$ cat src/rtl/core/qpu_pkg.sv
// qpu_pkg: shared types and constants for the quaternion pose unit
// no dependencies
package qpu_pkg;

  localparam int FRAC_BITS = 16;
  localparam int QW        = 18;
  localparam int PW        = 32;
  localparam int ACC_W     = 72;

  localparam logic [2:0] CMD_LOAD = 3'd0;
  localparam logic [2:0] CMD_MUL  = 3'd1;
  localparam logic [2:0] CMD_CONJ = 3'd2;
  localparam logic [2:0] CMD_ROT  = 3'd3;
  localparam logic [2:0] CMD_PT   = 3'd4;

  typedef enum logic [2:0] {
    ST_IDLE, ST_QMUL, ST_QFIX, ST_MAT, ST_VEC, ST_DONE
  } state_t;

  typedef struct packed {
    logic clr;
    logic en;
    logic neg;
  } mac_ctl_t;

  // round half up to FRAC_BITS, saturate to w bits, return sign-extended
  function automatic logic signed [PW-1:0] fix_sat(input logic signed [ACC_W-1:0] v,
                                                  input int w);
    logic signed [ACC_W-1:0] s;
    logic signed [ACC_W-1:0] hi;
    logic signed [ACC_W-1:0] lo;
    s  = (v + (ACC_W'(1) <<< (FRAC_BITS - 1))) >>> FRAC_BITS;
    hi = (ACC_W'(1) <<< (w - 1)) - ACC_W'(1);
    lo = -hi - ACC_W'(1);
    if (s > hi) s = hi;
    else if (s < lo) s = lo;
    return s[PW-1:0];
  endfunction

endpackage

$ cat src/rtl/core/quaternion_pose_unit_top.sv
// quaternion_pose_unit_top: sequencer, quaternion and matrix state, result register
// depends on qpu_pkg and qpu_mac
//
//  channel  dir  handshake            payload
//  in       in   in_valid/in_ready    in_command, in_w..in_z, in_vec_*, in_org_*
//  out      out  out_valid/out_ready  out_x..out_z, out_cur_w..out_cur_z
//
// load/conjugate: q updates at the accept edge, then 9 matrix entries, each of two mac
//   terms and a rounding step, then a done state that raises the result
// multiply: 4 elements, each of four mac terms and a rounding step, then the matrix rebuild
// rotate/point: 3 elements, each of three mac terms and a rounding step, then done; unused commands go straight to done
// one item at a time: in_ready only in idle with no result waiting, so a new item is
//   not taken until the last result is accepted; a stalled result holds off the input
// reset (rst_n low, synchronous) loads q = identity and R = identity
module quaternion_pose_unit_top (
  input  logic                          clk,
  input  logic                          rst_n,
  input  logic                          in_valid,
  output logic                          in_ready,
  input  logic [2:0]                    in_command,
  input  logic signed [qpu_pkg::QW-1:0] in_w,
  input  logic signed [qpu_pkg::QW-1:0] in_x,
  input  logic signed [qpu_pkg::QW-1:0] in_y,
  input  logic signed [qpu_pkg::QW-1:0] in_z,
  input  logic signed [qpu_pkg::PW-1:0] in_vec_x,
  input  logic signed [qpu_pkg::PW-1:0] in_vec_y,
  input  logic signed [qpu_pkg::PW-1:0] in_vec_z,
  input  logic signed [qpu_pkg::PW-1:0] in_org_x,
  input  logic signed [qpu_pkg::PW-1:0] in_org_y,
  input  logic signed [qpu_pkg::PW-1:0] in_org_z,
  output logic                          out_valid,
  input  logic                          out_ready,
  output logic signed [qpu_pkg::PW-1:0] out_x,
  output logic signed [qpu_pkg::PW-1:0] out_y,
  output logic signed [qpu_pkg::PW-1:0] out_z,
  output logic signed [qpu_pkg::QW-1:0] out_cur_w,
  output logic signed [qpu_pkg::QW-1:0] out_cur_x,
  output logic signed [qpu_pkg::QW-1:0] out_cur_y,
  output logic signed [qpu_pkg::QW-1:0] out_cur_z
);
  localparam int QW = qpu_pkg::QW;
  localparam int PW = qpu_pkg::PW;
  localparam logic signed [QW-1:0] ONE_Q = QW'(1 << qpu_pkg::FRAC_BITS) < 0 ?
      {1'b0, {(QW-1){1'b1}}} : QW'(1 << qpu_pkg::FRAC_BITS);

  qpu_pkg::state_t state_r, state_nxt;
  logic [4:0] step_r, step_nxt;     // term index within one sum
  logic [3:0] elem_r, elem_nxt;     // result element index
  logic [2:0] cmd_r;
  logic signed [QW-1:0] q_r [4];    // w x y z
  logic signed [QW-1:0] p_r [4];    // input quaternion
  logic signed [QW-1:0] nq_r [4];   // product before writeback
  logic signed [QW-1:0] m_r [9];
  logic signed [PW+1:0] d_r [3];    // vector or point difference
  logic signed [PW-1:0] res_r [3];
  logic out_valid_r;

  qpu_pkg::mac_ctl_t ctl;
  logic signed [QW-1:0] ma;
  logic signed [PW+1:0] mb;
  logic signed [qpu_pkg::ACC_W-1:0] acc;

  qpu_mac u_mac (.clk(clk), .ctl(ctl), .a(ma), .b(mb), .acc(acc));

  // quaternion product term table: element e, term t -> p index, q index, sign
  function automatic logic [4:0] qterm(input logic [3:0] e, input logic [4:0] t);
    logic [1:0] pi, qi;
    logic ng;
    pi = t[1:0];
    ng = 1'b0;
    qi = '0;
    case (e[1:0])
      2'd0: begin qi = pi; ng = (pi != 2'd0); end
      2'd1: case (pi)
              2'd0: qi = 2'd1; 2'd1: qi = 2'd0; 2'd2: qi = 2'd3;
              default: begin qi = 2'd2; ng = 1'b1; end
            endcase
      2'd2: case (pi)
              2'd0: qi = 2'd2; 2'd2: qi = 2'd0; 2'd3: qi = 2'd1;
              default: begin qi = 2'd3; ng = 1'b1; end
            endcase
      default: case (pi)
              2'd0: qi = 2'd3; 2'd3: qi = 2'd0; 2'd1: qi = 2'd2;
              default: begin qi = 2'd1; ng = 1'b1; end
            endcase
    endcase
    return {pi, qi, ng};
  endfunction

  // matrix term table: element e, term t (0..1) -> q index a, q index b, sign
  // entries of form 2(ab +/- cd); diagonal 1 - 2(aa + bb)
  function automatic logic [4:0] mterm(input logic [3:0] e, input logic [4:0] t);
    logic [1:0] a, b;
    logic ng;
    a = '0; b = '0; ng = 1'b0;
    case (e)
      4'd0: begin a = t[0] ? 2'd3 : 2'd2; b = a; ng = 1'b1; end
      4'd1: begin a = t[0] ? 2'd3 : 2'd1; b = t[0] ? 2'd0 : 2'd2; ng = t[0]; end
      4'd2: begin a = t[0] ? 2'd2 : 2'd1; b = t[0] ? 2'd0 : 2'd3; end
      4'd3: begin a = t[0] ? 2'd3 : 2'd1; b = t[0] ? 2'd0 : 2'd2; end
      4'd4: begin a = t[0] ? 2'd3 : 2'd1; b = a; ng = 1'b1; end
      4'd5: begin a = t[0] ? 2'd1 : 2'd2; b = t[0] ? 2'd0 : 2'd3; ng = t[0]; end
      4'd6: begin a = t[0] ? 2'd2 : 2'd1; b = t[0] ? 2'd0 : 2'd3; ng = t[0]; end
      4'd7: begin a = t[0] ? 2'd1 : 2'd2; b = t[0] ? 2'd0 : 2'd3; end
      default: begin a = t[0] ? 2'd2 : 2'd1; b = a; ng = 1'b1; end
    endcase
    return {a, b, ng};
  endfunction

  logic [4:0] qt, mt;
  logic diag;
  logic [3:0] midx;
  assign qt = qterm(elem_r, step_r);
  assign mt = mterm(elem_r, step_r);
  assign diag = (elem_r == 4'd0) || (elem_r == 4'd4) || (elem_r == 4'd8);
  // rotate reads row elem, point-to-frame reads column elem
  assign midx = (cmd_r == qpu_pkg::CMD_ROT) ? 4'(elem_r * 3 + step_r[1:0])
                                            : 4'(step_r[1:0] * 3 + elem_r);

  logic signed [qpu_pkg::ACC_W-1:0] mat_acc;
  logic signed [PW-1:0] fixed;
  always_comb begin
    // diagonal adds one at scale 2^2F; all sums doubled
    mat_acc = (acc <<< 1) + (diag ? (qpu_pkg::ACC_W'(1) <<< (2 * qpu_pkg::FRAC_BITS)) : '0);
    if (state_r == qpu_pkg::ST_VEC) fixed = qpu_pkg::fix_sat(acc, PW);
    else if (state_r == qpu_pkg::ST_MAT) fixed = qpu_pkg::fix_sat(mat_acc, QW);
    else fixed = qpu_pkg::fix_sat(acc, QW);
  end

  logic last_term;
  always_comb begin
    state_nxt = state_r;
    step_nxt = step_r;
    elem_nxt = elem_r;
    ctl = '{clr: 1'b0, en: 1'b0, neg: 1'b0};
    ma = '0;
    mb = '0;
    last_term = 1'b0;
    case (state_r)
      qpu_pkg::ST_IDLE: begin
        if (in_valid && !out_valid_r) begin
          step_nxt = '0;
          elem_nxt = '0;
          case (in_command)
            qpu_pkg::CMD_LOAD, qpu_pkg::CMD_CONJ: state_nxt = qpu_pkg::ST_MAT;
            qpu_pkg::CMD_MUL: state_nxt = qpu_pkg::ST_QMUL;
            qpu_pkg::CMD_ROT, qpu_pkg::CMD_PT: state_nxt = qpu_pkg::ST_VEC;
            default: state_nxt = qpu_pkg::ST_DONE;
          endcase
        end
      end
      qpu_pkg::ST_QMUL: begin
        ma = p_r[qt[4:3]];
        mb = (PW+2)'(q_r[qt[2:1]]);
        ctl = '{clr: (step_r == 5'd0), en: 1'b1, neg: qt[0]};
        last_term = (step_r == 5'd3);
        step_nxt = last_term ? 5'd0 : step_r + 5'd1;
        // a bubble state (ST_QFIX) per element writes the rounded sum
        if (last_term) state_nxt = qpu_pkg::ST_QFIX;
      end
      qpu_pkg::ST_QFIX: begin
        elem_nxt = elem_r + 4'd1;
        state_nxt = (elem_r == 4'd3) ? qpu_pkg::ST_MAT : qpu_pkg::ST_QMUL;
        if (elem_r == 4'd3) elem_nxt = '0;
      end
      qpu_pkg::ST_MAT: begin
        if (step_r != 5'd2) begin
          ma = q_r[mt[4:3]];
          mb = (PW+2)'(q_r[mt[2:1]]);
          ctl = '{clr: (step_r == 5'd0), en: 1'b1, neg: mt[0]};
        end
        last_term = (step_r == 5'd2);
        step_nxt = last_term ? 5'd0 : step_r + 5'd1;
        if (last_term) begin
          elem_nxt = elem_r + 4'd1;
          if (elem_r == 4'd8) state_nxt = qpu_pkg::ST_DONE;
        end
      end
      qpu_pkg::ST_VEC: begin
        if (step_r != 5'd3) begin
          ma = m_r[midx];
          mb = d_r[step_r[1:0]];
          ctl = '{clr: (step_r == 5'd0), en: 1'b1, neg: 1'b0};
        end
        last_term = (step_r == 5'd3);
        step_nxt = last_term ? 5'd0 : step_r + 5'd1;
        if (last_term) begin
          elem_nxt = elem_r + 4'd1;
          if (elem_r == 4'd2) state_nxt = qpu_pkg::ST_DONE;
        end
      end
      qpu_pkg::ST_DONE: state_nxt = qpu_pkg::ST_IDLE;
      default: state_nxt = qpu_pkg::ST_IDLE;
    endcase
  end

  assign in_ready = (state_r == qpu_pkg::ST_IDLE) && !out_valid_r;

  always_ff @(posedge clk) begin
    if (!rst_n) begin
      state_r <= qpu_pkg::ST_IDLE;
      step_r <= '0;
      elem_r <= '0;
      out_valid_r <= 1'b0;
      q_r[0] <= ONE_Q;
      q_r[1] <= '0;
      q_r[2] <= '0;
      q_r[3] <= '0;
      for (int i = 0; i < 9; i++) begin
        m_r[i] <= (i == 0 || i == 4 || i == 8) ? ONE_Q : '0;
      end
    end else begin
      state_r <= state_nxt;
      step_r <= step_nxt;
      elem_r <= elem_nxt;
      if (out_valid_r && out_ready) out_valid_r <= 1'b0;
      if (state_r == qpu_pkg::ST_DONE) out_valid_r <= 1'b1;
      if (in_valid && in_ready) begin
        if (in_command == qpu_pkg::CMD_LOAD) begin
          q_r[0] <= in_w; q_r[1] <= in_x; q_r[2] <= in_y; q_r[3] <= in_z;
        end else if (in_command == qpu_pkg::CMD_CONJ) begin
          for (int i = 1; i < 4; i++) begin
            q_r[i] <= (q_r[i] == {1'b1, {(QW-1){1'b0}}}) ? {1'b0, {(QW-1){1'b1}}}
                                                        : -q_r[i];
          end
        end
      end
      if (state_r == qpu_pkg::ST_QFIX && elem_r == 4'd3) begin
        q_r[0] <= nq_r[0]; q_r[1] <= nq_r[1]; q_r[2] <= nq_r[2];
        q_r[3] <= fixed[QW-1:0];
      end
      if (state_r == qpu_pkg::ST_MAT && last_term) m_r[elem_r] <= fixed[QW-1:0];
    end
  end

  // datapath registers
  always_ff @(posedge clk) begin
    if (in_valid && in_ready) begin
      cmd_r <= in_command;
      p_r[0] <= in_w; p_r[1] <= in_x; p_r[2] <= in_y; p_r[3] <= in_z;
      if (in_command == qpu_pkg::CMD_PT) begin
        d_r[0] <= (PW+2)'(in_vec_x) - (PW+2)'(in_org_x);
        d_r[1] <= (PW+2)'(in_vec_y) - (PW+2)'(in_org_y);
        d_r[2] <= (PW+2)'(in_vec_z) - (PW+2)'(in_org_z);
      end else begin
        d_r[0] <= (PW+2)'(in_vec_x);
        d_r[1] <= (PW+2)'(in_vec_y);
        d_r[2] <= (PW+2)'(in_vec_z);
      end
      for (int i = 0; i < 3; i++) res_r[i] <= '0;
    end
    if (state_r == qpu_pkg::ST_QFIX) nq_r[elem_r[1:0]] <= fixed[QW-1:0];
    if (state_r == qpu_pkg::ST_VEC && last_term) res_r[elem_r[1:0]] <= fixed;
  end

  assign out_valid = out_valid_r;
  assign out_x = res_r[0];
  assign out_y = res_r[1];
  assign out_z = res_r[2];
  assign out_cur_w = q_r[0];
  assign out_cur_x = q_r[1];
  assign out_cur_y = q_r[2];
  assign out_cur_z = q_r[3];

  // no new beat while a result waits
  a_no_accept_pending: assert property (@(posedge clk) disable iff (!rst_n)
    out_valid |-> !in_ready) else $error("input taken while result pending");
  // a result follows the done state
  a_done_valid: assert property (@(posedge clk) disable iff (!rst_n)
    state_r == qpu_pkg::ST_DONE |=> out_valid) else $error("result missing");
  // stored quaternion w and z hold while a result is offered and not taken
  a_q_stable: assert property (@(posedge clk) disable iff (!rst_n)
    out_valid && !out_ready |=> $stable(out_cur_w) && $stable(out_cur_z))
    else $error("quaternion changed under a pending result");
endmodule

$ cat src/rtl/core/qpu_mac.sv
// qpu_mac: shared multiply-accumulate unit, one 18x34 product per cycle
// depends on qpu_pkg
module qpu_mac (
  input  logic                                clk,
  input  qpu_pkg::mac_ctl_t                   ctl,
  input  logic signed [qpu_pkg::QW-1:0]       a,
  input  logic signed [qpu_pkg::PW+1:0]       b,
  output logic signed [qpu_pkg::ACC_W-1:0]    acc
);
  logic signed [qpu_pkg::ACC_W-1:0] acc_r, acc_nxt, prod;
  logic signed [qpu_pkg::QW+qpu_pkg::PW+1:0] prod_s;

  always_comb begin
    // exact 18x34 signed product, then sign-extended into the accumulator
    prod_s = a * b;
    prod = qpu_pkg::ACC_W'(prod_s);
    acc_nxt = ctl.clr ? '0 : acc_r;
    if (ctl.en) begin
      acc_nxt = ctl.neg ? acc_nxt - prod : acc_nxt + prod;
    end
  end

  always_ff @(posedge clk) begin
    acc_r <= acc_nxt;
  end

  assign acc = acc_r;
endmodule
$ cat config.mk
export PLATFORM = sky130hd
export DESIGN_NAME = quaternion_pose_unit_top
export DESIGN_NICKNAME = d
export VERILOG_FILES = /design/src/rtl/core/qpu_pkg.sv /design/src/rtl/core/quaternion_pose_unit_top.sv /design/src/rtl/core/qpu_mac.sv
export SDC_FILE = /design/constraint.sdc
export NUM_CORES = 2
export LEC_CHECK = 0
export BUFFER_PORTS_ARGS = -buffer_cell sky130_fd_sc_hd__buf_2
export CAP_MARGIN = 10
export CORE_MARGIN = 2
export CORE_UTILIZATION = 35
export CTS_CLUSTER_DIAMETER = 30
export CTS_CLUSTER_SIZE = 28
export DETAILED_ROUTE_END_ITERATION = 6
export PLACE_DENSITY = 0.52
export SLEW_MARGIN = 25
export SYNTH_ARGS = -nofsm -noshare
export SYNTH_HDL_FRONTEND = slang
export SYNTH_SLANG_ARGS = --single-unit
$ cat constraint.sdc
create_clock -name clk -period 18.3 [get_ports clk]
set_input_delay 2.745 -clock clk [delete_from_list [all_inputs] [get_ports clk]]
set_output_delay 2.745 -clock clk [all_outputs]
set_load 0.02 [all_outputs]
# --- Yosys cells after proc, flatten, opt, wreduce, memory -nomap -nowiden ---
# Memories as Yosys holds them, arrays and structs flattened. A register that Yosys moved wholly into a read port is not among the register bits.
# Cells that the tools add are included.
word_totals:
  register_bits: 88
  latch_bits: 0
  ramBits: 576
  romBits: 0
  inputBits: 271
  output_inout_bits: 170
  word_cells: 238
  mem_count: 6
mem_list:
  columns: ["memory", "depth", "word_bits", "rd", "rd_clocked_by_memory_dff", "wr", "line", "source"]
  rows:
  - ["m_r", 9, 18, 1, 0, 9, "quaternion_pose_unit_top.sv:53", "logic signed [QW-1:0] m_r [9];"]
  - ["d_r", 3, 34, 1, 1, 3, "quaternion_pose_unit_top.sv:54", "logic signed [PW+1:0] d_r [3];"]
  - ["res_r", 3, 32, 3, 0, 3, "quaternion_pose_unit_top.sv:55", "logic signed [PW-1:0] res_r [3];"]
  - ["nq_r", 4, 18, 3, 0, 1, "quaternion_pose_unit_top.sv:52", "logic signed [QW-1:0] nq_r [4];"]
  - ["p_r", 4, 18, 1, 1, 4, "quaternion_pose_unit_top.sv:51", "logic signed [QW-1:0] p_r [4];"]
  - ["q_r", 4, 18, 7, 0, 4, "quaternion_pose_unit_top.sv:50", "logic signed [QW-1:0] q_r [4];"]
classes:
  addsub: 15
  n_mul: 3
  div: 0
  order_cmp: 6
  n_eq_ne: 36
  shifts: 0
  mux: 115
  bitwise: 14
  n_reduce_logical: 37
op_table:
  columns: ["cell", "count"]
  rows:
  - ["two-way mux 18 bit", 17]
  - ["two-way mux 32 bit", 9]
  - ["two-way mux 72 bit", 3]
  - ["two-way mux 34 bit", 5]
  - ["adder 72 x 17 -> 72 bit, second input constant", 2]
  - ["> comparator 56 x 18 -> 1 bit, second input constant", 2]
  - ["< comparator 56 x 18 -> 1 bit, second input constant", 2]
  - ["one-hot mux 34 bit (3 select lines)", 1]
  - ["subtractor 32 x 32 -> 33 bit", 3]
  - ["adder 72 x 33 -> 72 bit", 1]
  - ["adder 72 x 52 -> 72 bit", 1]
  - ["subtractor 72 x 52 -> 72 bit", 1]
  - ["> comparator 56 x 32 -> 1 bit, second input constant", 1]
  - ["< comparator 56 x 32 -> 1 bit, second input constant", 1]
  - ["== test 18 bit, second input constant", 3]
  - ["negation 18 bit", 3]
  - ["one-hot mux 18 bit (3 select lines)", 1]
  - ["multiplier 18 x 34 -> 52 bit", 1]
  - ["two-way mux 1 bit", 36]
  - ["two-way mux 33 bit", 1]
  - ["OR reduction 32 bit", 1]
  - ["one-hot mux 2 bit (3 select lines)", 5]
  - ["two-way mux 3 bit", 8]
  - ["two-way mux 4 bit", 6]
  - ["other kinds (45)", 112]

# --- Logic depth before layout (Yosys ltp) ---
depth:
  ltp_word: 12
  mapped_depth: 58
  depth_no_buf: 53

# --- Modules after synthesis ---
# A second synthesis with hierarchy kept.
unflattened:
  hier_cells: 7341
  hier_area_um2: 70871.7
by_module_without_submodules:
  columns: ["mod", "instances", "cells_per_inst", "area_per_inst_um2", "seq_area_each_um2"]
  rows:
  - ["quaternion_pose_unit_top", 1, 3744, 41018.1, 20840.0]
  - ["qpu_mac", 1, 3597, 29853.6, 1441.4]

# --- Worst setup path before layout ---
# No wires, ideal clock.
synth_path:
  kind: "register -> register"
  startpoint: "register step_r[1]"
  endpoint: "register u_mac.acc_r (netlist bit u_mac.acc[66])"
  setup_time_ns: 0.132
  arrival_ns: 13.002
  required_time_ns: 18.168
  setup_slack_ns: 5.166
  stages_incl_launch_ff: 49
  path_buffers: 4
  synth_period_minus_slack_ns: 13.134
  path_cell_list: "dfxtp_1 -> fa_1 -> ha_1 -> mux2i_1 -> buf_2 -> buf_1 -> mux4_2 -> mux2i_1 -> nand2_1 -> a31oi_1 -> clkbuf_1 -> nor2_1 -> fa_1 -> fa_1 -> fa_1 -> fa_1 -> fa_1 -> inv_1 -> [... 13 more ...] -> o21ai_0 -> xor2_1 -> ha_1 -> clkbuf_1 -> a21o_1 -> a21o_1 -> a21oi_1 -> o21ai_0 -> a21oi_1 -> o21a_1 -> or2_2 -> a311oi_1 -> o21ai_0 -> o21ai_1 -> a31oi_1 -> o31ai_1 -> xnor2_1 -> a21oi_1"
synth_between:
  elab_chain_len: 10
  word_cells_on_any_way: 40
  classes_between: "4 x add/sub; 2 x mul; 5 x eq/ne; 21 x mux; 6 x reduce/logical; 2 x memory"
synth_lines:
  columns: ["element", "line", "source"]
  rows:
  - ["from (decl)", "quaternion_pose_unit_top.sv:47", "logic [4:0] step_r, step_nxt;"]
  - ["from (signal assigned)", "quaternion_pose_unit_top.sv:214", "step_r <= step_nxt;"]
  - ["multiplier 2 x 2 -> 4 bit", "quaternion_pose_unit_top.sv:118", ": 4'(step_r[1:0] * 3 + elem_r);"]
  - ["adder 4 bit", "quaternion_pose_unit_top.sv:118", null]
  - ["two-way mux 4 bit", "quaternion_pose_unit_top.sv:117", "assign midx = (cmd_r == qpu_pkg::CMD_ROT) ? 4'(elem_r * 3 + step_r[1:0])"]
  - ["memory read (9 x 18 bit)", null, null]
  - ["two-way mux 18 bit", "quaternion_pose_unit_top.sv:180", "if (step_r != 5'd3) begin"]
  - ["one-hot mux 18 bit (3 select lines)", "quaternion_pose_unit_top.sv:139", "case (state_r)"]
  - ["multiplier 18 x 34 -> 52 bit", "qpu_mac.sv:15", "prod_s = a * b;"]
  - ["adder 72 x 52 -> 72 bit / subtractor 72 x 52 -> 72 bit (equally long branches)", "qpu_mac.sv:19", "acc_nxt = ctl.neg ? acc_nxt - prod : acc_nxt + prod;"]
  - ["two-way mux 72 bit", "qpu_mac.sv:19", null]
  - ["two-way mux 72 bit (*)", "qpu_mac.sv:18", "if (ctl.en) begin"]
  - ["named net u_mac.acc_nxt, one bit", "qpu_mac.sv:10", "logic signed [qpu_pkg::ACC_W-1:0] acc_r, acc_nxt, prod;"]
  - ["to (signal assigned)", "qpu_mac.sv:24", "acc_r <= acc_nxt;"]
  - ["to (decl)", "qpu_mac.sv:10", null]
# The timed path passes the listed nets; every way through them passes the cells marked *.
# A chain may end at the register's enable or synchronous reset.

# --- Worst setup path after layout ---
layout_path:
  startpoint: "register step_r[0]"
  endpoint: "register u_mac.acc_r (netlist bit u_mac.acc[66])"
# The elaborated chain is that of the path after synthesis.

==> metrics.cfg <==
[route]
drt_iter0_drcs=4598
detail_route.first_pass.iterations=6
detailroute.via_count=55602
routedWlPerCell_um=23.4
vias_per_cell=5.36
totalWireLength_mm=243
detail-route-antenna-nets=0
post-route-drc-count=0

[logic_synthesis]
postSynthNetCount=8367
yosysWarnings=0
post_synth_num_cell_types=108
synthesis.instances=7195
synthesis.area_mm2=0.0687
async_flop_share_pct=0
synth_seq_area_share_pct=32.4
postSynth.topFlopCell=edfxtp_1
synth_seq_cells=771
synth_area_per_cell_um2=9.54
number_of_flops_mapped_to_enable_cells_by_yosys=684

[sta]
max_freq_mhz=66.3
timing.slew.headroom_pct=24.0
transition_time_of_the_tightest_slew_check_pin_ns=1.14
grt_setup_unrepaired=no
finalHoldViolCount=0
period_share_pct=82.4
clock-skew-final_ns=0.104
slew_violations=0
finalSetupViolations=0
final.min_clock_period_ns=15.08
fin_setup_tns_ns=0
minimum_setup_slack_in_the_final_design_ns=3.22
timing.hold.ws_ns=0.435

[status]
outcome=complete, no violations

[clock_tree]
cts-resized-gates=0
clk_latency_ns=0.88
root_buffer=clkbuf_16
ctsHoldBuffers=0
tritoncts=done
sink_count=771
numCtsBuffers=194
clock_tree.htree_level_count=4
cts-root-to-sink-buffers=3
cts_setup_buffers=0
cts.reportedPaths.clkPinSlew_ns=0.05

[cells_and_area]
post_layout_net_count=8736
syn_to_final_growth_pct=17.7
final_core_density_pct=41.4
post_route_cells_drive_above_1_share_pct=14.4

[critical_path]
crit_path_max_incr_delay_ns=0.81
endpoint=u_mac.acc[66]
arrival_time_reported_for_the_critical_path_endpoint_ns=15.74
critical_path.startpoint=step_r[0]
worst_setup_path_end_kind=flip-flop
crit-reg2reg-launch=step_r[0]
cell_mode_on_critical_path=fa_1
worst-endpoint-required_ns=18.97
r2r_end=u_mac.acc[66]
r2r_slack_ns=3.22
timing.critical_path.from_type=flip-flop
critPathSlowestCell=dfxtp_1
timing.reg2reg.worst_path_depth=45
path_type_of_the_worst_setup_path=reg2reg
cp_max_fo=70

[global_routing]
wire_length_of_the_first_global_routing_pass_mm=362
antenna_found_initial=24
grt_max_degree=78
first_global_vias=56788
globalRouteOverflowTotal=0
grt_usage_pct=24.1

[floorplan]
horizontal_die_dimension_um=447
coreArea_mm2=0.195
fp-row-count=162
initial_cell_density_of_the_core_pct=35.2
die_area_mm2=0.200
top_level_ports=441
floorplan.die.height_um=447

[placed_design]
hpwl_mm=181
numPortBuffers=440
gp_congestion=0.901
post-place-ws_ns=3.20

[min_path]
hold_path.class=reg2reg

[job]
maxCapViolations=0

worst min-delay path by stage:
stage                             from      endpoint  slack (ns)  cells after the start
after detailed placement  u_mac.acc[1]  u_mac.acc[1]        0.43                      2
after global routing      u_mac.acc[7]  u_mac.acc[7]        0.46                      2
final                     u_mac.acc[1]  u_mac.acc[1]        0.43                      2
after global placement    u_mac.acc[1]  u_mac.acc[1]        0.42                      2
after floorplan           u_mac.acc[1]  u_mac.acc[1]        0.41                      2
after CTS                 u_mac.acc[1]  u_mac.acc[1]        0.44                      2
cells by family (layout without fill, tap and decap cells):
logic type,count (synthesis),count (layout),share of synthesized area [%]
and+or+nand+nor,2318,2318,15.4
xor gates and xnor gates,362,362,4.62
other,0,16,0
muxes,252,252,5.65
buffers and inverters,1300,1839,7.28
AOI/OAI and AO/OA,1291,1291,11.8
adders and majority gates,901,901,22.8
DFF,771,771,32.4
layout make-up:
class / instances / area [um2]
Fill cell: 19297 / 114000
Multi-Input combinational cell: 5124 / 41700
Antenna cell: 16 / 40.0
Timing Repair Buffer: 554 / 3070
Sequential cell: 771 / 22300
Tap cell: 2624 / 3280
Clock inverter: 151 / 2040
Inverter: 919 / 3460
Clock buffer: 215 / 4940
Yosys cell counts (120+ instances only):
master,instances,share of area [%]
nand2_1,820,4.5
clkbuf_1,315,1.7
nand3_1,120,0.87
mux2i_1,122,1.8
a21oi_1,436,3.2
inv_1,916,5.0
xor2_1,167,2.1
and2_1,168,1.5
fa_1,583,17
xnor2_1,195,2.5
edfxtp_1,684,30
ha_1,318,5.8
o21ai_0,279,2.0
nor2_1,742,4.1
placed cells by master, fill, tap and decap left out, types with 43 or more instances in the layout:
master,count
mux4_2,106
mux2i_1,119
dfxtp_1,85
a21o_1,107
clkinv_2,44
nand4_1,65
nor2b_1,81
nor2_1,738
clkbuf_16,194
buf_4,113
fa_1,583
nand2b_1,61
xor2_1,167
o211ai_1,46
o21ai_0,277
ha_1,317
nor3_1,75
edfxtp_1,684
a21oi_1,431
xnor2_1,195
buf_2,440
nand2_1,818
nand3_1,116
inv_1,915
and2_1,167
and3_1,43
registers in the layout, summed over array words and instances, names as in the netlist, named ones only:
name / cells
nq_r: 54
out_valid: 1
state_r: 3
m_r: 288
p_r: 72
cmd_r: 3
d_r: 99
step_r: 5
q_r: 72
u_mac.acc: 72
elem_r: 4
res_r: 96
worst max-delay path, delay by kind of cell (launching register included):
kind / cells / cell delay, ns
adders and majority gates: 10 / 4.76
AOI/OAI and AO/OA: 17 / 4.73
and+or+nand+nor: 6 / 1.92
muxes: 3 / 1.20
buffers and inverters: 6 / 0.85
DFF: 1 / 0.81
xor gates and xnor gates: 3 / 0.56
routing by layer:
metal  track usage (%)  wire [um]
met5                 0         25
met2              39.3     114000
met3              4.51      17200
met1              31.3     100000
met4              10.3      11100
through the flow:
step | area [um2] | std cells
6_report | 80800 | 10374
5_1_grt | 80800 | 10370
4_1_cts | 80800 | 10358
3_5_place_dp | 73800 | 9992
3_3_place_gp | 73700 | 9992
2_1_floorplan | 68700 | 7195
Power is left out: the tool's default activity adds up to more than one toggle a clock period on the data nets, which glitch-free logic cannot reach.
